<file path="config.mk">
export PLATFORM = sky130hd
export DESIGN_NAME = hfd_queue
export DESIGN_NICKNAME = d
export VERILOG_FILES = /design/src/hdl/hfd_pkg.sv /design/src/hdl/hfd_queue.sv
export SDC_FILE = /design/constraint.sdc
export NUM_CORES = 1
export LEC_CHECK = 0
export ABC_CLOCK_PERIOD_IN_PS = 5600
export BUFFER_PORTS_ARGS = -buffer_cell sky130_fd_sc_hd__buf_2
export CORE_ASPECT_RATIO = 1.5
export CORE_MARGIN = 5
export CORE_UTILIZATION = 30
export CTS_BUF_LIST = sky130_fd_sc_hd__clkbuf_16
export DETAILED_ROUTE_END_ITERATION = 8
export PLACE_DENSITY = 0.5
export SLEW_MARGIN = 20
export SYNTH_ARGS = -nofsm -noshare
export SYNTH_HDL_FRONTEND = slang
export SYNTH_SLANG_ARGS = --single-unit
export TNS_END_PERCENT = 30
</file>
<file path="constraint.sdc">
create_clock -name i_clk -period 5.6 [get_ports i_clk]
set_clock_uncertainty 0.2 [all_clocks]
set_input_delay 1.12 -clock i_clk [delete_from_list [all_inputs] [get_ports i_clk]]
set_output_delay 1.12 -clock i_clk [all_outputs]
set_load 0.03 [all_outputs]
</file>
<file path="src/hdl/hfd_pkg.sv">
// hfd_pkg: shared constants and queue entry type for the hash flow distributor
// no dependencies; imported by hfd_front, hfd_queue, hfd_back, hash_flow_distributor and the bench
`timescale 1ns / 1ps

package hfd_pkg;

    // key length counter width, covers keys of up to 8191 bytes
    localparam int LEN_W = 13;

    localparam logic [63:0] HASH_SEED = 64'h0000_000D_EADD_00DE;
    localparam logic [63:0] PR1 = 64'h9E37_79B1_85EB_CA87;
    localparam logic [63:0] PR2 = 64'hC2B2_AE3D_27D4_EB4F;
    localparam logic [63:0] PR3 = 64'h1656_67B1_9E37_79F9;
    localparam logic [63:0] PR4 = 64'h85EB_CA77_C2B2_AE63;
    localparam logic [63:0] PR5 = 64'h27D4_EB2F_1656_67C5;

    localparam logic [63:0] LANE0_INIT = HASH_SEED + PR1 + PR2;
    localparam logic [63:0] LANE1_INIT = HASH_SEED + PR2;
    localparam logic [63:0] LANE2_INIT = HASH_SEED;
    localparam logic [63:0] LANE3_INIT = HASH_SEED - PR1;
    localparam logic [63:0] SHORT_INIT = HASH_SEED + PR5;

    // one classified beat handed from the front to the back
    typedef struct packed {
        logic             start;  // first word of a keyed record, reload lanes
        logic             keyed;
        logic             push;   // word carries key bytes to store
        logic             done;   // record ends with this beat
        logic [1:0]       widx;   // stripe word slot
        logic [LEN_W-1:0] len;    // key length after this beat
        logic [63:0]      word;   // key bytes, unused bytes zeroed
    } t_qent;

endpackage

</file>
<file path="src/hdl/hfd_queue.sv">
// hfd_queue: two-entry queue of classified beats between front and back
// depends on hfd_pkg
`timescale 1ns / 1ps

module hfd_queue (
    input  logic           i_clk,
    input  logic           i_rst_n,
    input  logic           i_wr,
    input  hfd_pkg::t_qent i_wdata,
    output logic           o_full,
    output logic           o_valid,
    input  logic           i_rd,
    output hfd_pkg::t_qent o_rdata
);
    import hfd_pkg::*;

    t_qent      r_mem [2];
    logic       r_wp;
    logic       r_rp;
    logic [1:0] r_cnt;
    logic [1:0] n_cnt;

    assign o_full  = (r_cnt == 2'd2);
    assign o_valid = (r_cnt != 2'd0);
    assign o_rdata = r_mem[r_rp];

    always_comb begin
        n_cnt = r_cnt + {1'b0, i_wr} - {1'b0, i_rd};
    end

    always_ff @(posedge i_clk) begin
        if (i_wr) begin
            r_mem[r_wp] <= i_wdata;
        end
    end

    always_ff @(posedge i_clk) begin
        if (!i_rst_n) begin
            r_wp  <= 1'b0;
            r_rp  <= 1'b0;
            r_cnt <= 2'd0;
        end else begin
            r_cnt <= n_cnt;
            if (i_wr) begin
                r_wp <= !r_wp;
            end
            if (i_rd) begin
                r_rp <= !r_rp;
            end
        end
    end

endmodule

</file>
# Yosys cells after proc, flatten, opt, wreduce, memory -nomap -nowiden
# Memory sizes are Yosys's and may differ from the RTL's. A register that Yosys moved wholly into a read port is not among the register bits.
# Index checks and enable logic that the tools add are counted.
word_totals:
  ramBits: 166
  reg_bits: 4
  output_inout_bits: 85
  n_memories: 1
  inputBits: 87
memory_table:
  columns: ["memory", "words", "word_bits", "read_ports", "rd_clocked_by_memory_dff", "wr", "line_no", "text"]
  rows:
  - ["r_mem", 2, 83, 1, 1, 1, "hfd_queue.sv:17", "t_qent r_mem [2];"]
op_classes:
  muxes: 4
  n_eq_ne: 1
  n_reduce_logical: 3
  add_sub_neg: 2
ops:
  columns: ["op", "n"]
  rows:
  - ["$mux 1", 4]
  - ["$add 2x1->2", 1]
  - ["$eq 2x2->1 const B", 1]
  - ["$logic_not 1->1", 2]
  - ["$reduce_bool 2->1", 1]
  - ["$sub 2x1->2", 1]

# Logic depth before layout (Yosys ltp)
# Gate-level depths: netlist of the first run.
logic_depth:
  ltp_word: 3
  depth_mapped: 6
  depth_no_buf: 6

# Worst setup path before layout of the first run
# OpenSTA, ideal clock, no wires.
synth_timing:
  path_type: "in2reg"
  startpoint: "in i_wr"
  endpoint: "mem r_mem[0][0] (netlist bit) (enable)"
  t_arrival_ps: 4777
  stages: 1
  path_buffers: 0
  required_time_ps: 4864
  setup_time_ps: 536
  setup_slack_ps: 87
  path_cell_list: "nor2b_1"
synth_between:
  elab_chain_len: 2
synth_lines:
  columns: ["item", "line_no", "text"]
  rows:
  - ["start: declaration", "hfd_queue.sv:8", "input logic i_wr,"]
  - ["$mux 1", "hfd_queue.sv:32", "if (i_wr) begin"]
  - ["$mux 1 (not written as such)", "hfd_queue.sv:33", "r_mem[r_wp] <= i_wdata;"]
  - ["end: declaration", "hfd_queue.sv:17", null]
# No other way between the ends.

==> run metrics, run 1 <==
library cells used by synthesis=15; IO Port Bufs=171; antenna violations before repair=3; post-synth net total=368; prevailing post-synth register cell=edfxtp_1; clk slew on worst S/H paths=0.06 ns; outcome=finished clean; critical path arrival=2.36 ns; vias in the first global route=3550; max-slew violations=0; Final Core Density=38.0%; Die Height=191 µm; total wire length=13.1 mm; slew margin rel.=43.1%; Die X=131 µm; area of the die=0.0250 mm²; PostCTS Resize Cnt=0; Core ar.=0.0216 mm²; Crit. End Element=output pin; P_sw=761 µW; leak pwr=0.00321 µW; Final ANT Viol Nets=0; sequential share of the synthesized area=77.4%; grt total ovfl=0; area leader, netlist=edfxtp_1; share of power burned in registers=50.1%; Multi-input gate area=0.00133 mm²; routability cong.=0.712; share of cells above drive strength 1=61.1%; Initial Utilization=30.3%; worst slew pin tran=0.853 ns; Post-CTS Setup Bufs=0; dpl cells=718; PD cells=368 mW/mm²; Clock Root Buffer=clkbuf_16; post-route minimum period=3.68 ns; first-pass GRT wire length=19.0 mm; top cell type's share of synthesized area=75.9%; yosys warns=0; final cell count without fillers=751; Setup-failing EPs final=0; vias per inst=4.22; Post-synth EDFFs=166; drt drc=0; CTS buffer count=17; CTS tree=built; Critical Path RT=4.28 ns; Clk pwr share=36.0%; Layout Nets=554; Syn Area/Cell=23.5 µm²; Gate Count Post-Synth=279; Sw Ratio=25.2%; Worst Hold Class=reg2reg; Core Rows=66; Logic pwr share=13.9%; Area growth, synth to finish=25.1%; WL/cell=17.4 µm; cts hold-fix bufs=0; RSZ-0062 raised after global routing=no; final hold violations=0; number of clock sinks=171; vias=3169; H-tree depth=4; Max Freq=272 MHz; detailed-router iteration count before antenna repair=4; number of fill cells=2067; initial drt markers=98; worst skew pair latency=0.42 ns; kind of critical path=reg2out; FFs w/ async S/R, synth=0%; most frequent cells after synthesis=edfxtp_1, mux2_4, mux2_2, buf_12, dfxtp_1; DPL Wire Length=8.95 mm; io pins=172; largest net degree at the start of global routing=49; Clock Tree Buf Depth=2; FF+latch area=0.00509 mm²; top cells by area, synth=edfxtp_1, mux2_4, mux2_2, buf_12, dfxtp_1; Netlist Area Pre-Place=0.00657 mm²; Setup TNS=0 ns; Synth Register Bits=171; Final period util=65.6%; top-count cell post-synth=edfxtp_1; post-layout power=3030 µW; GRT Total Usage=10.5%; max-cap viol count=0; Critical Path Fanout Max=43; Pint=2260 µW; Startpoint Class=flip-flop; Max rail drop VDD=0.166 mV
==> kinds of logic after synthesis <==
logic type / after synthesis / share of synthesized area [%]
AO/OA/AOI/OAI: 1 / 0.114
multiplexers: 83 / 18.2
adder cells (fa/ha/maj): 2 / 0.381
buffers and inverters: 11 / 2.50
flip-flops: 171 / 77.4
XOR/XNOR: 2 / 0.476
AND/OR/NAND/NOR: 9 / 0.857
==> layer usage <==
| metal | wire length (µm) | vias to the layer above | GRT usage (%) |
|---|---|---|---|
| met1 | 4420 | 1570 | 9.93 |
| met4 | 400 | 4 | 5.66 |
| met5 | 17 | - | 0 |
| met2 | 7380 | 98 | 19.2 |
| li1 | - | 1470 | - |
| met3 | 848 | 27 | 3.94 |
==> per-stage QoR <==
step	setup WS, ns	instance area [µm²]	hold WS, ns
after floorplan	0.0875	6570	0.355
after global placement	2.29	7660	0.358
after detailed placement	2.24	7660	0.368
after CTS	1.78	8210	0.390
after global routing	1.75	8210	0.414
final	1.92	8210	0.387
==> final timing paths <==
check | slack [ns] | cells past startpoint | endpoint | startpoint
setup / recovery | 1.92 | 3 | o_rdata[6] | flip-flop
hold reg to reg | 0.39 | 2 | flip-flop | r_rp$_SDFFE_PN0P_
hold / removal | 0.39 | 2 | flip-flop | r_rp$_SDFFE_PN0P_
setup reg to reg | 3.43 | 2 | r_mem[1][75]$_DFFE_PP_ | r_wp$_SDFFE_PN0P_
==> critical path: stages (launching register included) <==
cell and delay, ns:
dfxtp_4 0.86, buf_4 0.48, mux2_2 0.38, buf_2 0.18
==> power by group through the flow <==
stage / logic, µW / registers [µW] / clock network [µW]
after detailed placement: 430 / 1550 / 0
final: 421 / 1510 / 1090
after global routing: 446 / 1520 / 1190
after global placement: 426 / 1540 / 0
after floorplan: 334 / 1530 / 0
after CTS: 431 / 1520 / 1140
==> final cells by class <==
class | instances | area share [%]
Clock buffer | 17 | 5.18
Timing Repair Buffer | 176 | 10.9
Antenna cell | 1 | 0.0305
Sequential cell | 171 | 62.0
Multi-Input combinational cell | 97 | 16.2
Clock inverter | 15 | 1.54
Tap cell | 272 | 4.14
Inverter | 2 | 0.0914
==> registers in the layout (all words and copies together) (netlist names), named ones only <==
name / flops
r_wp: 1
r_rp: 1
r_cnt: 2
r_mem: 166
==> cells in the final DEF, fill, tap and decap left out <==
cell type	synthesis	layout
ha_1	2	2
clkbuf_16	0	17
o21a_1	1	1
xnor3_1	1	1
clkinvlp_4	0	3
diode_2	0	1
xor2_1	1	1
dfxtp_4	0	1
dfxtp_1	5	4
bufinv_16	0	1
mux2_4	70	70
or2_2	1	1
and2_1	4	3
clkinv_4	0	4
nor2b_1	4	3
edfxtp_1	166	166
inv_6	0	2
buf_2	1	171
nor2b_4	0	1
clkinv_1	0	3
inv_1	2	2
and2_4	0	1
buf_4	0	5
mux2_2	13	13
clkinv_2	0	2
Power figures use the tool's default switching activity.
==> run 2, diff against run 1 <==
ABC_AREA = 1   (was unset)
ABC_CLOCK_PERIOD_IN_PS = 3700   (was 5600)
PLACE_DENSITY = 0.48   (was 0.5)
clock period = 3.7 ns   (was 5.6 ns; I/O delays follow)
==> run metrics, run 2 <==
Gate Count Post-Synth=291 (+4.3%); met3 WL=949 µm (+12%); leak pwr=0.00328 µW (+2.1%); antenna violations before repair=4 (+1); yosys warns=0 (unchanged); final cell count without fillers=765 (+1.9%); r2r endpoint=r_mem[1][26]$_DFFE_PP_; Max Freq=332 MHz; kind of critical path=reg2out; clk slew on worst S/H paths=0.07 ns (about the same); Netlist Area Pre-Place=0.00656 mm² (about the same); area leader, netlist=edfxtp_1; routability cong.=0.689 (-3.3%); PD cells=563 mW/mm² (+53%); top cells by area, synth=edfxtp_1, mux2_4, mux2_2, buf_12, dfxtp_1; Setup-failing EPs final=0 (unchanged); worst slew pin tran=0.843 ns (-0.0107 ns); Final period util=81.5%; critical path arrival=2.08 ns (-0.28 ns); Hold Crit Depth=2 (unchanged); vias in the first global route=3476 (-2.1%); Synth Register Bits=171 (unchanged); worst skew pair latency=0.42 ns (about the same); final hold violations=0 (unchanged); max-cap viol count=0 (unchanged); max-slew violations=0 (unchanged); Clock Root Buffer=clkbuf_16; CP max stage delay=0.75 ns (-0.11 ns); FFs w/ async S/R, synth=0% (unchanged); commonest non-fill, non-tap cells in the layout=buf_2, edfxtp_1, mux2_4; H-tree depth=4 (unchanged); grt total ovfl=0 (unchanged); Setup TNS=0 ns (unchanged); first-pass GRT wire length=18.8 mm (-1.3%); slowest cell on the critical path=dfxtp_4; Core Rows=66 (unchanged); drt drc=0 (unchanged); largest net degree at the start of global routing=61 (+24%); Area growth, synth to finish=26.4%; vias per inst=4.19 (-0.59%); post-route minimum period=3.02 ns; RSZ-0062 raised after global routing=no; Die Height=191 µm (about the same); IO Port Bufs=171 (unchanged); top sig layer=met5; Critical Path Fanout Max=34 (-21%); cts hold-fix bufs=0 (unchanged); Clock Tree Buf Depth=2 (unchanged); Post-CTS Setup Bufs=0 (unchanged); total wire length=12.6 mm (-3.5%); Initial Utilization=30.3% (about the same); Crit. End Element=output pin; Worst Hold Class=reg2reg; sequential share of the synthesized area=77.5% (about the same); Syn Area/Cell=22.6 µm² (-4.2%); Post-synth EDFFs=166 (unchanged); dpl cells=732 (+1.9%); DPL Wire Length=8.72 mm (-2.5%); vias=3209 (+1.3%); most frequent cells after synthesis=edfxtp_1, mux2_4, mux2_2, nand2_1, nor2_1; Final ANT Viol Nets=0 (unchanged); Layout Nets=568 (+2.5%); R2R cell count=3 (+1); number of clock sinks=171 (unchanged); prevailing post-synth register cell=edfxtp_1; WL/cell=16.5 µm (-5.3%); reg2reg start=r_wp$_SDFFE_PN0P_; met2 WL=6.67 mm (-9.6%); detailed-router iteration count before antenna repair=5 (+1); GRT Total Usage=10.3% (-0.28 points); Worst setup endpoint=o_rdata[71]; io pins=172 (unchanged); CTS tree=built; Critical Path RT=2.76 ns (-1.52 ns); slew margin rel.=43.8% (+0.71 points); r2r setup slk=1.81 ns (-1.62 ns); top-count cell post-synth=edfxtp_1; Startpoint Class=flip-flop; post-synth net total=380 (+3.3%); M1 WL=4.64 mm (+5.1%); Most flops, register=r_mem; cells along the critical path=buf_4 -> mux2_4 -> buf_2; area of the die=0.0250 mm² (about the same); initial drt markers=95 (-3.1%); CTS buffer count=17 (unchanged); PostCTS Resize Cnt=0 (unchanged); Max rail drop VDD=0.304 mV (+83%); share of cells above drive strength 1=60.0% (-1.1 points); Die X=131 µm (about the same); leading cell type in the layout, fill and taps excluded=buf_2; library cells used by synthesis=13 (-2); Core ar.=0.0216 mm² (unchanged); Largest register FFs=166 (unchanged); Top Registers=r_mem x166, r_cnt x2; outcome=finished clean; top cell type's share of synthesized area=75.9% (about the same)
-- run 2: changes by cell type after synthesis --
cell	before	now
xor2_1	1	0
nand3_1	0	1
or2_2	1	0
nand2_1	0	9
nor2_1	0	8
nor2b_1	4	0
inv_1	2	7
a21oi_1	0	1
xnor3_1	1	0
o21a_1	1	0
and2_1	4	0
-- run 2: report_power, final --
part | internal [µW] | leakage (µW) | switching (µW)
Combinational | 226 | 0.00139 | 343
Clock | 1070 | 0.000289 | 748
Sequential | 2240 | 0.00160 | 38.8
-- run 2: how the worst min path moves through the flow --
stage                            startpoint                endpoint  slack [ns]
final                     r_rp$_SDFFE_PN0P_               flip-flop        0.30
after global routing            i_wdata[66]  r_mem[1][66]$_DFFE_PP_        0.27
after CTS                       i_wdata[66]  r_mem[1][66]$_DFFE_PP_        0.27
after detailed placement  r_rp$_SDFFE_PN0P_               flip-flop        0.29
after global placement    r_rp$_SDFFE_PN0P_       r_rp$_SDFFE_PN0P_        0.28
after floorplan           r_rp$_SDFFE_PN0P_               flip-flop        0.26
-- run 2: routing by layer --
| layer | track usage (%) | vias to the layer above |
|---|---|---|
| met5 | 0 | - |
| met4 | 5.19 | 6 |
| met3 | 4.17 | 22 |
| met2 | 17.2 | 108 |
| met1 | 11.0 | 1563 |
| li1 | - | 1510 |
-- run 2: layout make-up --
cell class              count  area (µm²)
flip-flops and latches    171        5090
repair buffers            178         921
clock buffers              17         425
well taps                 272         340
multi-input cells         104        1300
inverters                   7        28.8
clock inverters            15         186
diodes                      1        2.50
fillers                  2055       13300
-- run 2: logic make-up (layout without fill, tap and decap cells) --
logic type               Yosys count  after routing  share of synthesized area [%]
AND/OR/NAND/NOR                   18             18                           1.05
buffers and inverters             16            217                           2.78
flip-flops                       171            171                           77.5
other                              0              1                              0
adder cells (fa/ha/maj)            2              2                          0.381
multiplexers                      83             83                           18.2
AO/OA/AOI/OAI                      1              1                         0.0762
-- run 2: stage by stage --
| stage | power [µW] | hold WS (ns) | area [µm²] | worst slack, ns | util (%) |
|---|---|---|---|---|---|
| after CTS | 4760 | 0.267 | 8290 | 0.585 | 38.3 |
| final | 4670 | 0.300 | 8300 | 0.684 | 38.3 |
| after global placement | 2890 | 0.279 | 7680 | 1.11 | 35.5 |
| after floorplan | 2740 | 0.263 | 6570 | 0.157 | - |
| after global routing | 4880 | 0.270 | 8300 | 0.565 | 38.3 |
| after detailed placement | 2910 | 0.288 | 7680 | 1.07 | 35.5 |
-- run 2: critical path, delay by kind of cell (launching register included) --
| family | cells | cell delay (ns) |
|---|---|---|
| buffers and inverters | 2 | 0.56 |
| flip-flops | 1 | 0.75 |
| multiplexers | 1 | 0.33 |
==> run 3, diff against run 2 <==
ABC_AREA = 0   (was 1)
ABC_CLOCK_PERIOD_IN_PS = 2700   (was 3700)
PLACE_DENSITY = 0.5   (was 0.48)
clock period = 2.7 ns   (was 3.7 ns; I/O delays follow)
==> run metrics, run 3 (synthesis gave the netlist of run 1 again) <==
worst slew pin tran=0.544 ns (-0.299 ns); r2r endpoint=r_cnt[1]$_SDFF_PN0_; largest net degree at the start of global routing=48 (-21%); kind of critical path=reg2out; critical path arrival=1.74 ns (-0.34 ns); Core Rows=66 (unchanged); slew margin rel.=63.8% (+20 points); Clock Root Buffer=clkbuf_16; Critical Path Fanout Max=36 (+5.9%); first-pass GRT wire length=19.0 mm (+0.92%); DPL Wire Length=8.77 mm (+0.50%); Crit. End Element=output pin; grt total ovfl=0 (unchanged); commonest non-fill, non-tap cells in the layout=buf_2, edfxtp_1, mux2_4; antenna violations before repair=1 (-3); Largest register FFs=166 (unchanged); Multi-input gate area=0.00133 mm² (+1.8%); RSZ-0062 raised after global routing=no; final hold violations=0 (unchanged); routability cong.=0.698 (+1.4%); detailed-router iteration count before antenna repair=4 (-1); R2R cell count=6 (+3); max-slew violations=0 (unchanged); initial drt markers=96 (+1.1%); reg2reg start=r_cnt[0]$_SDFF_PN0_; vias per inst=4.19 (-0.23%); Initial Utilization=30.3% (about the same); number of fill cells=2053 (-0.097%); Logic pwr share=14.8% (+2.6 points); WL/cell=16.9 µm (+2.6%); Critical Path RT=1.96 ns (-0.80 ns); worst skew pair latency=0.42 ns (about the same); Core ar.=0.0216 mm² (unchanged); io pins=172 (unchanged); share of power burned in registers=49.0% (+0.2 points); vias in the first global route=3544 (+2.0%); Pint=4800 µW (+36%); Top Registers=r_mem x166, r_cnt x2; outcome=finished clean; cells along the critical path=buf_12 -> mux2_2 -> buf_2; Layout Nets=566 (-0.35%); Startpoint Class=flip-flop; share of cells above drive strength 1=61.8% (+1.8 points); Final period util=91.8%; Sw Ratio=24.4% (+0.23 points); drt drc=0 (unchanged); Worst Hold Class=in2reg; Die X=131 µm (about the same); Area growth, synth to finish=27.3%; P_sw=1550 µW (+37%); number of clock sinks=171 (unchanged); Max rail drop VDD=0.587 mV (+93%); IO Port Bufs=171 (unchanged); post-route minimum period=2.48 ns; vias=3189 (-0.62%); HP Start=i_wdata[7]; Clock Tree Buf Depth=2 (unchanged); max-cap viol count=0 (unchanged); Clk pwr share=36.2% (-2.8 points); leak pwr=0.00330 µW (+0.59%); Hold Slack=0.0994 ns (-0.201 ns); CTS buffer count=17 (unchanged); Setup-failing EPs final=0 (unchanged); Worst setup endpoint=o_rdata[11]; Final ANT Viol Nets=0 (unchanged); total wire length=12.9 mm (+2.2%); CP max stage delay=0.46 ns (-0.29 ns); area of the die=0.0250 mm² (about the same); CTS tree=built; Most flops, register=r_mem; H-tree depth=4 (unchanged); GRT Total Usage=10.4% (+0.19 points); r2r setup slk=1.08 ns (-0.73 ns); FF+latch area=0.00509 mm² (unchanged); leading cell type in the layout, fill and taps excluded=buf_2; Max Freq=403 MHz; Final Core Density=38.6% (+0.29 points); PD cells=760 mW/mm² (+35%); Die Height=191 µm (about the same); slowest cell on the critical path=dfxtp_4; cts hold-fix bufs=0 (unchanged); clk slew on worst S/H paths=0.06 ns (about the same)
==> run 3: cell types whose count changed in the layout (fill, tap and decap cells not counted), sizes merged, moves of 4 or more <==
cell / before / now
inv: 13 / 4
buf: 178 / 188
and2: 0 / 4
nand2: 9 / 0
nor2: 8 / 0
clkinv: 3 / 7
nor2b: 0 / 4
==> run 3: routing by layer <==
metal | part of all wire [%] | track usage [%]
met1 | 35 | 10.0
met2 | 57 | 18.8
met3 | 6.3 | 4.28
met4 | 2.3 | 5.30
met5 | 0 | 0
==> run 3: critical path: cells and delay by family, from the launching register on <==
family                 cells  cell delay [ns]
buffers and inverters      2             0.48
multiplexers               1             0.37
flip-flops                 1             0.46
==> run 3: how the worst min path moves through the flow <==
stage | endpoint | slack [ns] | cells after the start
floorplan | flip-flop | 0.35 | 2
global placement | r_rp$_SDFFE_PN0P_ | 0.37 | 2
detailed placement | r_rp$_SDFFE_PN0P_ | 0.38 | 2
CTS | r_mem[0][78]$_DFFE_PP_ | 0.07 | 1
global route | r_mem[1][78]$_DFFE_PP_ | 0.07 | 1
finish | r_mem[0][7]$_DFFE_PP_ | 0.1 | 1
==> run 3: final cells by class <==
cell class                 count  share of cell area, %
sequential                   171                   60.9
multi-input combinational     97                   15.9
timing repair buffer         188                   12.4
clock buffer                  17                   5.09
tap                          272                   4.07
clock inverter                14                   1.60
inverter                       2                 0.0898
antenna                        1                 0.0299
==> run 3: stage by stage <==
stage                     setup TNS (ns)  worst slack [ns]  total power [µW]  std cells  instance area [µm²]
after floorplan                   -34.31            -0.413              3850        279                 6570
after global placement                 0             0.519              4090        719                 7710
after detailed placement               0             0.515              4110        719                 7710
after CTS                              0            0.0359              6450        750                 8270
after global routing                   0             0.100              6620        762                 8360
final                                  0             0.221              6350        762                 8360
==> run 3: power by group through the flow <==
stage	clock network, µW	registers [µW]	logic [µW]
2_1_floorplan	0	3160	693
3_3_place_gp	0	3170	924
3_5_place_dp	0	3180	933
4_1_cts	2390	3120	935
5_1_grt	2500	3120	997
6_report	2300	3110	942
==> run 3: timing repair <==
| item | in CTS | in global routing |
|---|---|---|
| resized for setup | 0 | 0 |
| buffers inserted | 0 | 11 |
| endpoints found under the setup margin | 0 | 3 |
