**src/hdl/hfd_pkg.sv**
```systemverilog
// hfd_pkg: shared constants and queue entry type for the hash flow distributor
// no dependencies; imported by hfd_front, hfd_queue, hfd_back, hash_flow_distributor and the bench
`timescale 1ns / 1ps

package hfd_pkg;

    // key length counter width, covers keys of up to 8191 bytes
    localparam int LEN_W = 13;

    localparam logic [63:0] HASH_SEED = 64'h0000_000D_EADD_00DE;
    localparam logic [63:0] PR1 = 64'h9E37_79B1_85EB_CA87;
    localparam logic [63:0] PR2 = 64'hC2B2_AE3D_27D4_EB4F;
    localparam logic [63:0] PR3 = 64'h1656_67B1_9E37_79F9;
    localparam logic [63:0] PR4 = 64'h85EB_CA77_C2B2_AE63;
    localparam logic [63:0] PR5 = 64'h27D4_EB2F_1656_67C5;

    localparam logic [63:0] LANE0_INIT = HASH_SEED + PR1 + PR2;
    localparam logic [63:0] LANE1_INIT = HASH_SEED + PR2;
    localparam logic [63:0] LANE2_INIT = HASH_SEED;
    localparam logic [63:0] LANE3_INIT = HASH_SEED - PR1;
    localparam logic [63:0] SHORT_INIT = HASH_SEED + PR5;

    // one classified beat handed from the front to the back
    typedef struct packed {
        logic             start;  // first word of a keyed record, reload lanes
        logic             keyed;
        logic             push;   // word carries key bytes to store
        logic             done;   // record ends with this beat
        logic [1:0]       widx;   // stripe word slot
        logic [LEN_W-1:0] len;    // key length after this beat
        logic [63:0]      word;   // key bytes, unused bytes zeroed
    } t_qent;

endpackage

```
**src/hdl/hfd_front.sv**
```systemverilog
// hfd_front: accepts input beats, tracks key length and classifies each beat
// depends on hfd_pkg
`timescale 1ns / 1ps

module hfd_front #(
    parameter int MAX_KEY_BYTES = 256
) (
    input  logic          i_clk,
    input  logic          i_rst_n,
    input  logic          i_valid,
    output logic          o_ready,
    input  logic          i_keyed,
    input  logic [63:0]   i_key_word,
    input  logic [3:0]    i_key_bytes,
    input  logic          i_last,
    input  logic          i_q_full,
    output logic          o_q_wr,
    output hfd_pkg::t_qent o_q_data
);
    import hfd_pkg::*;

    logic [LEN_W-1:0] r_len;
    logic [LEN_W-1:0] n_len;
    logic [LEN_W-1:0] w_room;
    logic [LEN_W-1:0] w_after;
    logic [3:0]       w_nb;
    logic [3:0]       w_np;
    logic [63:0]      w_mask;

    always_comb begin
        w_nb    = (!i_last || i_key_bytes > 4'd8) ? 4'd8 : i_key_bytes;
        w_room  = LEN_W'(MAX_KEY_BYTES) - r_len;
        w_np    = (w_room < LEN_W'(w_nb)) ? w_room[3:0] : w_nb;
        w_after = r_len + LEN_W'(w_np);
        for (int k = 0; k < 8; k++) begin
            w_mask[k*8 +: 8] = (4'(k) < w_np) ? 8'hFF : 8'h00;
        end
    end

    assign o_ready = !i_q_full;
    assign o_q_wr  = i_valid && o_ready;

    always_comb begin
        o_q_data.start = i_keyed && (r_len == '0);
        o_q_data.keyed = i_keyed;
        o_q_data.push  = i_keyed && (w_np != 4'd0);
        o_q_data.done  = !i_keyed || i_last;
        o_q_data.widx  = r_len[4:3];
        o_q_data.len   = i_keyed ? w_after : '0;
        o_q_data.word  = i_key_word & w_mask;
    end

    always_comb begin
        n_len = r_len;
        if (o_q_wr) begin
            n_len = o_q_data.done ? '0 : w_after;
        end
    end

    always_ff @(posedge i_clk) begin
        if (!i_rst_n) begin
            r_len <= '0;
        end else begin
            r_len <= n_len;
        end
    end

endmodule

```
**config.mk**
```make
export PLATFORM = sky130hd
export DESIGN_NAME = hfd_front
export DESIGN_NICKNAME = d
export VERILOG_FILES = /design/src/hdl/hfd_pkg.sv /design/src/hdl/hfd_front.sv
export SDC_FILE = /design/constraint.sdc
export NUM_CORES = 1
export LEC_CHECK = 0
export BUFFER_PORTS_ARGS = -buffer_cell sky130_fd_sc_hd__buf_4
export CAP_MARGIN = 20
export CORE_MARGIN = 8
export CORE_UTILIZATION = 36
export CTS_CLUSTER_SIZE = 25
export DETAILED_ROUTE_END_ITERATION = 16
export GPL_ROUTABILITY_DRIVEN = 0
export PLACE_DENSITY_LB_ADDON = 0.12
export SLEW_MARGIN = 10
export SYNTH_ARGS = -nofsm -noshare
export SYNTH_HDL_FRONTEND = slang
export SYNTH_SLANG_ARGS = --single-unit
```
**constraint.sdc**
```tcl
create_clock -name i_clk -period 5.09 [get_ports i_clk]
set_clock_uncertainty 0.2 [all_clocks]
set_input_delay 0.509 -clock i_clk [delete_from_list [all_inputs] [get_ports i_clk]]
set_output_delay 0.509 -clock i_clk [all_outputs]
set_load 0.05 [all_outputs]
```
Word-level counts from Yosys, hierarchy flattened
Index checks and enable logic that the tools add are counted.
{ "word_totals": {"reg_bits": 13, "inputBits": 74, "output_inout_bits": 85, "elab_cells": 36} }
{ "op_classes": {"add_sub_neg": 2, "order_cmp": 10, "mux": 12, "bitwise": 1, "reduce_logical": 10} }
{ "ops": {"columns": ["operator", "count"], "rows": [
  ["$and A64 B64 Y64", 1],
  ["$mux W8", 8],
  ["$mux W13", 2],
  ["$lt A3 B4 Y1 const A", 4],
  ["$add A13 B4 Y13", 1],
  ["$logic_not A13 Y1", 1],
  ["$lt A13 B4 Y1", 1],
  ["$sub A9 B13 Y13 const A", 1],
  ["$lt A1 B4 Y1 const A", 2],
  ["$lt A2 B4 Y1 const A", 2],
  ["$mux W4", 2],
  ["$gt A4 B4 Y1 const B", 1],
  ["$reduce_bool A4 Y1", 1],
  ["$logic_and A1 B1 Y1", 3],
  ["$logic_not A1 Y1", 3],
  ["$logic_or A1 B1 Y1", 2]
]} }

Depth between registers and ports, before layout
Gate-level depths: netlist of the first run.
{ "logic_depth": {"ltp_word": 8, "depth_mapped": 21, "depth_no_buf": 18} }

Worst setup path before layout of the first run
Ideal clock, no wire load.
{ "synth_path": {"path_type": "register -> output", "start": "register r_len[0]", "end": "output o_q_data[76] in the netlist's numbering", "arrival_ns": 4.438, "required_time_ns": 4.381, "path_slack_ns": -0.057, "stages_incl_launch_ff": 22, "path_buffers": 3, "path_cell_list": "dfxtp_1 > clkbuf_1 > inv_1 > ha_1 > xnor2_1 > ha_1 > nand2_1 > a31o_2 > a211oi_1 > and4bb_1 > buf_4 > buf_8 > mux2_2 > ha_1 > inv_1 > fa_1 > nor2b_1 > o21ai_0 > and2_1 > nor3b_1 > xor2_1 > and2_1"} }
{ "synth_lines": {"columns": ["item", "line_no", "source"], "rows": [
  ["start, declared", "hfd_front.sv:22", "logic [LEN_W-1:0] r_len;"],
  ["start signal, assigned", "hfd_front.sv:64", "r_len <= n_len;"],
  ["end, declared", "hfd_front.sv:18", "output hfd_pkg::t_qent o_q_data"]
]} }

==> summary.txt, run 1 <==
Global routing
  – Via count of the first global-routing pass: 2359
  – Aggregate global-route resource usage: 17.60%
  – Maximum number of pins on one net before global-route repair: 18
  – Total congestion overflow after global routing: 0
  – Initial antenna violation count: 0
  – Wire length of the first global-routing pass: 12320 um

Die
  – Initial Util: 36.74%
  – Chip width: 90.50 um
  – # rows: 27
  – Top-level port count: 159
  – Core region area: 5439 um2
  – Die outline area: 8190 um2
  – Die span in y: 90.50 um

Clock tree
  – Clock Path Buffers: 2
  – Clock latency on the worst-skew pair: 250 ps
  – Cell chosen for the clock root: sky130_fd_sc_hd__clkbuf_8
  – Setup Fix Bufs, Post-CTS: 0
  – Number of H-tree levels: 1
  – Hold buffers post-CTS: 0
  – Post-CTS clock slew at the launch and capture registers of the worst setup and hold paths: 60 ps
  – CTS tree: built
  – Number of clock buffers inserted by TritonCTS: 3
  – Number of clock sinks: 13

Cells and area
  – Register area: 261.5 um2
  – Registers with the highest flip-flop counts: r_len (13)
  – Final Net Count: 517
  – Fill count: 501
  – Synth-to-layout area growth: 67.06%
  – Number of standard cells in the final layout excluding fillers: 504
  – Flip-flop count of the largest register, all copies and words added: 13
  – Number of diodes: 0
  – Fraction of final layout cells with drive strength greater than 1: 43.98%
  – Multi-input gate area: 1634 um2
  – Register with the highest flop count: r_len

Routing
  – DR vias/cell: 4.776
  – Total DRC errors in the routed layout: 0
  – Count of nets left with antenna violations after detail routing: 0
  – Routed wirelength normalized by instance count: 15.33 um
  – Number of design-rule violations left by the first detailed-router iteration: 63
  – Final wirelength: 7726 um
  – Total vias in the final route: 2407
  – 1st-pass router iterations: 4

Synthesis
  – Number of enable flip-flop cells after synthesis: 0
  – Count of yosys warnings during synthesis: 0
  – Number of synthesized register bits: 13
  – Area fraction of the dominant cell type after synthesis: 25.36%
  – Fraction of registers with async set/reset: 0%
  – Synthesized net count: 361
  – Avg Cell Area, Syn: 7.214 um2
  – Yosys cell types: 44
  – Synthesized instance count: 277
  – Synth Cell Area: 1998 um2
  – Library cell occupying the most area in the post-synthesis netlist: sky130_fd_sc_hd__and2_1
  – Main flop type after synthesis: sky130_fd_sc_hd__dfxtp_1
  – Largest cells by area after synthesis: sky130_fd_sc_hd__and2_1, sky130_fd_sc_hd__dfxtp_1, sky130_fd_sc_hd__ha_1, sky130_fd_sc_hd__o21ai_0, sky130_fd_sc_hd__xnor2_1
  – Sequential share of the synthesized area: 13.02%

Setup path
  – CP dominant cell by count: sky130_fd_sc_hd__or4_1
  – Ordered list of cells on the worst path: or4_1 > or4_1 > a221o_1 > and4bb_1 > mux2_2 > ha_1 > inv_1 > fa_1 > nor2b_1 > o21ai_2 > and2_1 > nor3b_4 > xor2_1 > and2_2 > buf_6
  – Required time at the worst-slack endpoint: 4380 ps
  – CP max stage delay: 560 ps
  – Peak fanout along the critical path: 4
  – Master of the slowest instance on the critical path: sky130_fd_sc_hd__or4_1
  – CP endpoint kind: output port
  – Kind of start point of the critical path: register
  – Type of the setup path with the least slack: reg2out
  – Critical Path AT: 4170 ps

Timing
  – Time the worst path needs with I/O delays and setup: 4883 ps
  – Count of final max-slew check failures: 0
  – Endpoints failing setup: 0
  – Timing-limited maximum frequency: 204.8 MHz
  – Setup repair after global routing missed its margin: no
  – Total negative slack: 0 ps
  – Worst-margin pin slew: 495.3 ps
  – Slew headroom: 66.03%
  – Final hold violation count: 0
  – Post-route clock period utilization: 95.93%

Placed design
  – Port bufs: 158
  – Cell count after placement: 500
  – DP HPWL: 6578 um

Min path
  – Hold/Removal Path Class: reg2reg

Run status
  – Result of the run: completed

Job
  – Max-Cap Viols: 0

Power
  – Leak Pwr: 1.658 nW
  – Total power per unit cell area: 151.5 nW/um2
  – Largest vdd supply drop: 0.0001174 V
final cells by class:
type	count	area share [%]
Timing Repair Buffer	169	38.12
Clock buffer	3	1.237
Sequential cell	13	7.834
Clock inverter	1	0.1499
Multi-Input combinational cell	237	48.95
Inverter	9	1.012
Tap cell	72	2.699
layer usage:
layer / wire length [um] / vias to the layer above / share of wire (%) / track usage (%)
li1: - / 1245 / - / -
met1: 3384 / 1077 / 44 / 20.22
met2: 3984 / 83 / 52 / 33.74
met3: 345 / 2 / 4.5 / 2.909
met4: 11 / 0 / 0.14 / 1.664
met5: 0 / - / 0 / 0
synth_stat cells (2+ instances only):
| cell | count |
|---|---|
| sky130_fd_sc_hd__mux2i_1 | 2 |
| sky130_fd_sc_hd__buf_1 | 2 |
| sky130_fd_sc_hd__a22oi_1 | 6 |
| sky130_fd_sc_hd__mux2i_2 | 4 |
| sky130_fd_sc_hd__or4_1 | 4 |
| sky130_fd_sc_hd__inv_1 | 9 |
| sky130_fd_sc_hd__or3_1 | 5 |
| sky130_fd_sc_hd__a31oi_1 | 2 |
| sky130_fd_sc_hd__nor3_1 | 3 |
| sky130_fd_sc_hd__a32o_1 | 2 |
| sky130_fd_sc_hd__nand2b_1 | 5 |
| sky130_fd_sc_hd__nor2b_1 | 11 |
| sky130_fd_sc_hd__a21boi_0 | 5 |
| sky130_fd_sc_hd__ha_1 | 9 |
| sky130_fd_sc_hd__a221o_1 | 2 |
| sky130_fd_sc_hd__mux2_2 | 4 |
| sky130_fd_sc_hd__nor3b_1 | 3 |
| sky130_fd_sc_hd__nand2_1 | 14 |
| sky130_fd_sc_hd__clkbuf_1 | 11 |
| sky130_fd_sc_hd__dfxtp_1 | 13 |
| sky130_fd_sc_hd__xnor2_1 | 9 |
| sky130_fd_sc_hd__xor2_1 | 8 |
| sky130_fd_sc_hd__a21o_1 | 2 |
| sky130_fd_sc_hd__nor2_1 | 8 |
| sky130_fd_sc_hd__nand3_1 | 3 |
| sky130_fd_sc_hd__a21oi_1 | 14 |
| sky130_fd_sc_hd__and2_1 | 81 |
| sky130_fd_sc_hd__buf_4 | 4 |
| sky130_fd_sc_hd__o21ai_0 | 17 |
stage by stage:
step                total power, mW  area, um2  worst slack, ps  util [%]  hold slack, ps
floorplan                    0.2993       1999            70.83         -           327.9
global placement             0.4138       3264            154.6     60.02           365.4
finish                       0.5056       3338            207.1     61.38           395.7
global route                 0.5276       3338            31.34     61.38           411.8
CTS                          0.5084       3316            41.42     60.96           396.6
detailed placement           0.4160       3264            57.31     60.02           384.0
logic make-up (layout without fill, tap and decap cells):
logic type                 count (synthesis)  after routing  synth area share (%)
muxes                                     10             10                 6.011
AOI/OAI and AO/OA                         55             55                 17.16
adders and majority gates                 10             10                 6.638
xor gates and xnor gates                  17             17                 7.452
and+or+nand+nor                          145            145                 43.33
DFF                                       13             13                 13.02
buffers and inverters                     27            182                 6.387
final timing paths:
| kind | from | end | slack, ps | cells past startpoint |
|---|---|---|---|---|
| hold / removal | r_len[7]$_SDFFE_PN0P_ | r_len[7]$_SDFFE_PN0P_ | 400 | 2 |
| setup / recovery | r_len[0]$_SDFFE_PN0P_ | o_q_data[76] | 210 | 15 |
| setup reg to reg | r_len[0]$_SDFFE_PN0P_ | r_len[4]$_SDFFE_PN0P_ | 950 | 14 |
| hold reg to reg | r_len[7]$_SDFFE_PN0P_ | r_len[7]$_SDFFE_PN0P_ | 400 | 2 |
cells in the final DEF, fill, tap and decap left out, drive strengths merged, types with 2 or more instances in the layout:
cell | netlist | routed
buf | 7 | 169
and2 | 81 | 81
o21ai | 17 | 17
nand2 | 14 | 14
a21oi | 14 | 14
dfxtp | 13 | 13
nor2b | 11 | 11
inv | 9 | 9
xnor2 | 9 | 9
ha | 9 | 9
xor2 | 8 | 8
nor2 | 8 | 8
a22oi | 6 | 6
mux2i | 6 | 6
nand2b | 5 | 5
or3 | 5 | 5
a21boi | 5 | 5
or4 | 4 | 4
mux2 | 4 | 4
nor3 | 3 | 3
nand3 | 3 | 3
clkbuf | 11 | 3
nor3b | 3 | 3
a221o | 2 | 2
a21o | 2 | 2
a31oi | 2 | 2
a32o | 2 | 2
power by group:
| group | total (mW) | switching, mW | internal, mW |
|---|---|---|---|
| clock network | 0.0929 | 0.0388 | 0.0540 |
| registers | 0.102 | 0.000315 | 0.102 |
| logic | 0.310 | 0.195 | 0.116 |
| total | 0.506 | 0.234 | 0.272 |
worst max-delay path, delay by kind of cell, from the launching register on:
family | cells | cell delay (ps)
and+or+nand+nor | 7 | 2080
adders and majority gates | 2 | 550
AOI/OAI and AO/OA | 2 | 450
DFF | 1 | 320
buffers and inverters | 2 | 200
muxes | 1 | 160
xor gates and xnor gates | 1 | 160
timing repair:
| action | 4_1_cts | 5_1_grt |
|---|---|---|
| gates resized for setup | 1 | 8 |
| cloned | 0 | 0 |
| endpoints found under the setup margin | 1 | 7 |
| pin swaps | 0 | 1 |
Note: power is estimated with default switching activity, not from simulation.
==> run 2: changes to the inputs <==
- CORE_ASPECT_RATIO: default -> 1.5
==> summary.txt, run 2 (synthesis gave the netlist of run 1 again) <==
Routing
  – Routed wirelength normalized by instance count: 15.94 um
  – Number of design-rule violations left by the first detailed-router iteration: 81
  – 1st-pass router iterations: 4
  – DR vias/cell: 4.907
  – Final wirelength: 8032 um
  – Total DRC errors in the routed layout: 0
  – Count of nets left with antenna violations after detail routing: 0
  – Total vias in the final route: 2473

Cells and area
  – Flip-flop count of the largest register, all copies and words added: 13
  – Fill count: 530
  – Number of standard cells in the final layout excluding fillers: 504
  – Leading cell type in the layout, fill and taps excluded: sky130_fd_sc_hd__buf_4
  – Multi-input gate area: 1638 um2
  – Register with the highest flop count: r_len
  – Registers with the highest flip-flop counts: r_len (13)
  – Final Net Count: 519
  – Synth-to-layout area growth: 67.88%
  – Number of diodes: 0
  – Register area: 262.8 um2
  – Fraction of final layout cells with drive strength greater than 1: 44.70%
  – Most used cells in the layout excluding fill and tap cells: sky130_fd_sc_hd__buf_4, sky130_fd_sc_hd__and2_1, sky130_fd_sc_hd__o21ai_0

Die
  – Initial Util: 36.94%
  – Top-level port count: 159
  – Core region area: 5409 um2
  – Die span in y: 107.2 um
  – # rows: 33
  – Die outline area: 8240 um2
  – Chip width: 76.83 um

Run status
  – Result of the run: completed

Global routing
  – Via count of the first global-routing pass: 2348
  – Maximum number of pins on one net before global-route repair: 18
  – Wire length of the first global-routing pass: 12560 um
  – Initial antenna violation count: 0
  – Aggregate global-route resource usage: 18.28%
  – Total congestion overflow after global routing: 0

Power
  – Largest vdd supply drop: 0.0001305 V
  – Leak Pwr: 1.641 nW
  – Total power per unit cell area: 151.7 nW/um2

Clock tree
  – Clock Path Buffers: 2
  – Clock latency on the worst-skew pair: 250 ps
  – CTS tree: built
  – Post-CTS clock slew at the launch and capture registers of the worst setup and hold paths: 60 ps
  – Number of H-tree levels: 1
  – Number of clock sinks: 13
  – Number of clock buffers inserted by TritonCTS: 3
  – Cell chosen for the clock root: sky130_fd_sc_hd__clkbuf_8

Timing
  – Timing-limited maximum frequency: 202.3 MHz
  – Final-layout worst hold slack: 381.1 ps
  – Slew headroom: 66.73%
  – Final hold violation count: 0
  – Endpoints failing setup: 0
  – Count of final max-slew check failures: 0
  – Setup repair after global routing missed its margin: no
  – Setup slack of the critical path after layout: 147.3 ps
  – Worst-margin pin slew: 485.1 ps
  – Post-route clock period utilization: 97.11%
  – Time the worst path needs with I/O delays and setup: 4943 ps
  – Total negative slack: 0 ps

Job
  – Max-Cap Viols: 0

Setup path
  – Peak fanout along the critical path: 6
  – Slack of the worst reg-to-reg path: 720 ps
  – Type of the setup path with the least slack: reg2out
  – Required time at the worst-slack endpoint: 4380 ps
  – Critical Path AT: 4230 ps
  – CP endpoint kind: output port
  – Kind of start point of the critical path: register

Placed design
  – Pre-CTS setup slack: 110.4 ps
  – Cell count after placement: 498
  – Port bufs: 158
  – DP HPWL: 6827 um

Min path
  – Hold/Removal Path Class: reg2reg
-- run 2: what timing repair did --
item	in CTS	in global routing
hold buffers	0	0
resized for setup	1	10
setup buffers	1	1
endpoints found under the setup margin	1	7
pin swaps	1	1
-- run 2: routing by layer --
metal  vias to the layer above  global-route usage, %  part of all wire, %
met1                      1117                  19.61                   39
met3                         4                  3.685                  6.4
met4                         0                  4.696                 0.67
met2                       104                  35.04                   53
li1                       1248                      -                    -
met5                         -                      0                    0
-- run 2: power by group --
part	switching (mW)	total (mW)	leakage (nW)	internal, mW
registers	0.000337	0.103	0.106	0.102
logic	0.195	0.311	1.51	0.116
clock network	0.0399	0.0954	0.0228	0.0554
-- run 2: worst paths after layout --
path | from | depth (start not counted) | end
setup / recovery | r_len[0]$_SDFFE_PN0P_ | 15 | o_q_data[76]
hold / removal | r_len[0]$_SDFFE_PN0P_ | 2 | r_len[0]$_SDFFE_PN0P_
hold reg to reg | r_len[0]$_SDFFE_PN0P_ | 2 | r_len[0]$_SDFFE_PN0P_
setup reg to reg | r_len[0]$_SDFFE_PN0P_ | 16 | r_len[12]$_SDFFE_PN0P_
-- run 2: worst max-delay path: stages (launching register included) --
cell,delay (ps)
sky130_fd_sc_hd__dfxtp_2,340
sky130_fd_sc_hd__or4_4,540
sky130_fd_sc_hd__or4_1,470
sky130_fd_sc_hd__a221o_1,350
sky130_fd_sc_hd__and4bb_2,330
sky130_fd_sc_hd__mux2_2,160
sky130_fd_sc_hd__ha_1,150
sky130_fd_sc_hd__inv_1,50
sky130_fd_sc_hd__fa_1,400
sky130_fd_sc_hd__nor2b_1,130
sky130_fd_sc_hd__o21ai_1,110
sky130_fd_sc_hd__and2_1,210
sky130_fd_sc_hd__nor3b_2,240
sky130_fd_sc_hd__xor2_1,170
sky130_fd_sc_hd__and2_2,170
sky130_fd_sc_hd__buf_6,150
-- run 2: cell type report --
class                           count  area share [%]
Multi-Input combinational cell    237           48.83
Timing Repair Buffer              171           38.38
Sequential cell                    13           7.833
Tap cell                           70           2.611
Clock buffer                        4           1.343
Inverter                            9           1.007
-- run 2: through the flow --
step           total power, mW  utilization, %  instance area [um2]
3_3_place_gp            0.4149           60.31                 3262
3_5_place_dp            0.4170           60.31                 3262
5_1_grt                 0.5302           62.02                 3354
6_report                0.5090           62.02                 3354
2_1_floorplan           0.2993               -                 1999
4_1_cts                 0.5120           61.37                 3319
==> run 3: changes to the inputs <==
- CORE_ASPECT_RATIO: 1.5 -> default
- CORE_MARGIN: 8 -> default
- TNS_END_PERCENT: default -> 50
==> summary.txt, run 3 (synthesis gave the netlist of run 1 again) <==
Timing
  – Endpoints failing setup: 0
  – Final-layout worst hold slack: 391.6 ps
  – Slew headroom: 57.35%
  – Count of final max-slew check failures: 0
  – Worst-margin pin slew: 621.9 ps
  – Setup slack of the critical path after layout: 153.4 ps
  – Post-route clock period utilization: 96.99%
  – Timing-limited maximum frequency: 202.6 MHz
  – Final hold violation count: 0
  – Setup repair after global routing missed its margin: no
  – Total negative slack: 0 ps
  – Time the worst path needs with I/O delays and setup: 4937 ps

Routing
  – Total vias in the final route: 2469
  – Routed wirelength normalized by instance count: 13.73 um
  – Count of nets left with antenna violations after detail routing: 0
  – Number of design-rule violations left by the first detailed-router iteration: 123
  – Total DRC errors in the routed layout: 0
  – 1st-pass router iterations: 4
  – Final wirelength: 6864 um
  – DR vias/cell: 4.938

Global routing
  – Aggregate global-route resource usage: 22.00%
  – Initial antenna violation count: 0
  – Maximum number of pins on one net before global-route repair: 18
  – Total congestion overflow after global routing: 0
  – Wire length of the first global-routing pass: 10610 um
  – Via count of the first global-routing pass: 2169

Cells and area
  – Registers with the highest flip-flop counts: r_len (13)
  – Flip-flop count of the largest register, all copies and words added: 13
  – Number of diodes: 0
  – Leading cell type in the layout, fill and taps excluded: sky130_fd_sc_hd__buf_4
  – Number of standard cells in the final layout excluding fillers: 500
  – Synth-to-layout area growth: 66.44%
  – Most used cells in the layout excluding fill and tap cells: sky130_fd_sc_hd__buf_4, sky130_fd_sc_hd__and2_1, sky130_fd_sc_hd__o21ai_0
  – Fraction of final layout cells with drive strength greater than 1: 44.19%
  – Final Net Count: 515
  – Fill count: 473
  – Register with the highest flop count: r_len

Power
  – Combinational fraction of design power: 60.8%
  – Switching power share of the total: 46.58%
  – Largest vdd supply drop: 0.0001374 V
  – Total power per unit cell area: 152.1 nW/um2
  – Internal portion of total power: 270.2 uW
  – Share of total power in the clock network: 19.0%
  – Leak Pwr: 1.651 nW
  – Switching power: 235.6 uW
  – Register share of total power: 20.2%

Die
  – # rows: 26
  – Initial Util: 38.15%
  – Die span in y: 76.50 um
  – Top-level port count: 159
  – Die outline area: 5852 um2
  – Core region area: 5238 um2
  – Chip width: 76.50 um

Setup path
  – Kind of start point of the critical path: register
  – Peak fanout along the critical path: 9
  – Critical Path AT: 4230 ps
  – CP endpoint kind: output port
  – Type of the setup path with the least slack: reg2out
  – Required time at the worst-slack endpoint: 4380 ps

Clock tree
  – Number of H-tree levels: 1
  – Clock latency on the worst-skew pair: 260 ps
  – Post-CTS clock slew at the launch and capture registers of the worst setup and hold paths: 70 ps
  – Number of clock sinks: 13
  – Cell chosen for the clock root: sky130_fd_sc_hd__clkbuf_8
  – Number of clock buffers inserted by TritonCTS: 3
  – CTS tree: built
  – Clock Path Buffers: 2

Min path
  – Hold/Removal Path Class: in2reg

Run status
  – Result of the run: completed

Placed design
  – DP HPWL: 5510 um
  – Port bufs: 158
  – Cell count after placement: 495
  – Pre-CTS setup slack: 11.29 ps

Job
  – Max-Cap Viols: 0
-- run 3: final timing paths --
kind                         start                endpoint  slack [ps]  depth (start not counted)
max          r_len[0]$_SDFFE_PN0P_            o_q_data[75]         150                         12
min                        i_rst_n  r_len[10]$_SDFFE_PN0P_         390                          2
max reg2reg  r_len[0]$_SDFFE_PN0P_  r_len[12]$_SDFFE_PN0P_         840                         15
min reg2reg  r_len[7]$_SDFFE_PN0P_   r_len[7]$_SDFFE_PN0P_         400                          2
-- run 3: power groups by stage --
| stage | combinational (mW) | clock [mW] | sequential [mW] |
|---|---|---|---|
| after floorplan | 0.194 | 0 | 0.105 |
| after global placement | 0.305 | 0 | 0.105 |
| after detailed placement | 0.308 | 0 | 0.105 |
| after CTS | 0.308 | 0.0982 | 0.102 |
| after global routing | 0.322 | 0.103 | 0.102 |
| final | 0.308 | 0.0962 | 0.102 |
-- run 3: final cells by class --
class | count | area [um2] | area share (%)
Multi-Input combinational cell | 237 | 1635 | 49.17
Timing Repair Buffer | 167 | 1257 | 37.81
Sequential cell | 13 | 265.3 | 7.976
Tap cell | 70 | 87.58 | 2.634
Clock buffer | 3 | 41.29 | 1.242
Inverter | 9 | 33.78 | 1.016
Clock inverter | 1 | 5.005 | 0.1505
-- run 3: per-stage QoR --
step                utilization [%]  area, um2  power (mW)
finish                        63.50       3326      0.5058
global placement              61.85       3239      0.4101
CTS                           62.97       3298      0.5092
global route                  63.50       3326      0.5271
floorplan                         -       1999      0.2993
detailed placement            61.85       3239      0.4126
-- run 3: what timing repair did --
action                     CTS  global route
gates resized for setup      2            10
hold buffers                 0             0
gates cloned                 0             0
pin swaps                    1             1
setup endpoints to repair    1             7
buffers inserted             1             0
-- run 3: worst max-delay path: stages, from the launching register on --
cell,delay [ps]
sky130_fd_sc_hd__dfxtp_4,370
sky130_fd_sc_hd__or4_4,550
sky130_fd_sc_hd__or4_1,480
sky130_fd_sc_hd__a221o_1,340
sky130_fd_sc_hd__and4bb_1,280
sky130_fd_sc_hd__buf_4,150
sky130_fd_sc_hd__mux2_2,400
sky130_fd_sc_hd__ha_1,370
sky130_fd_sc_hd__a21o_1,270
sky130_fd_sc_hd__nor2b_1,270
sky130_fd_sc_hd__xor2_1,160
sky130_fd_sc_hd__and2_1,140
sky130_fd_sc_hd__buf_4,190
-- run 3: metal layers --
layer / vias up / wire length [um] / GRT usage, %
li1: 1242 / - / -
met1: 1119 / 2781 / 25.82
met2: 101 / 3554 / 40.99
met3: 7 / 469 / 3.593
met4: 0 / 59 / 5.385
met5: - / 0 / 0
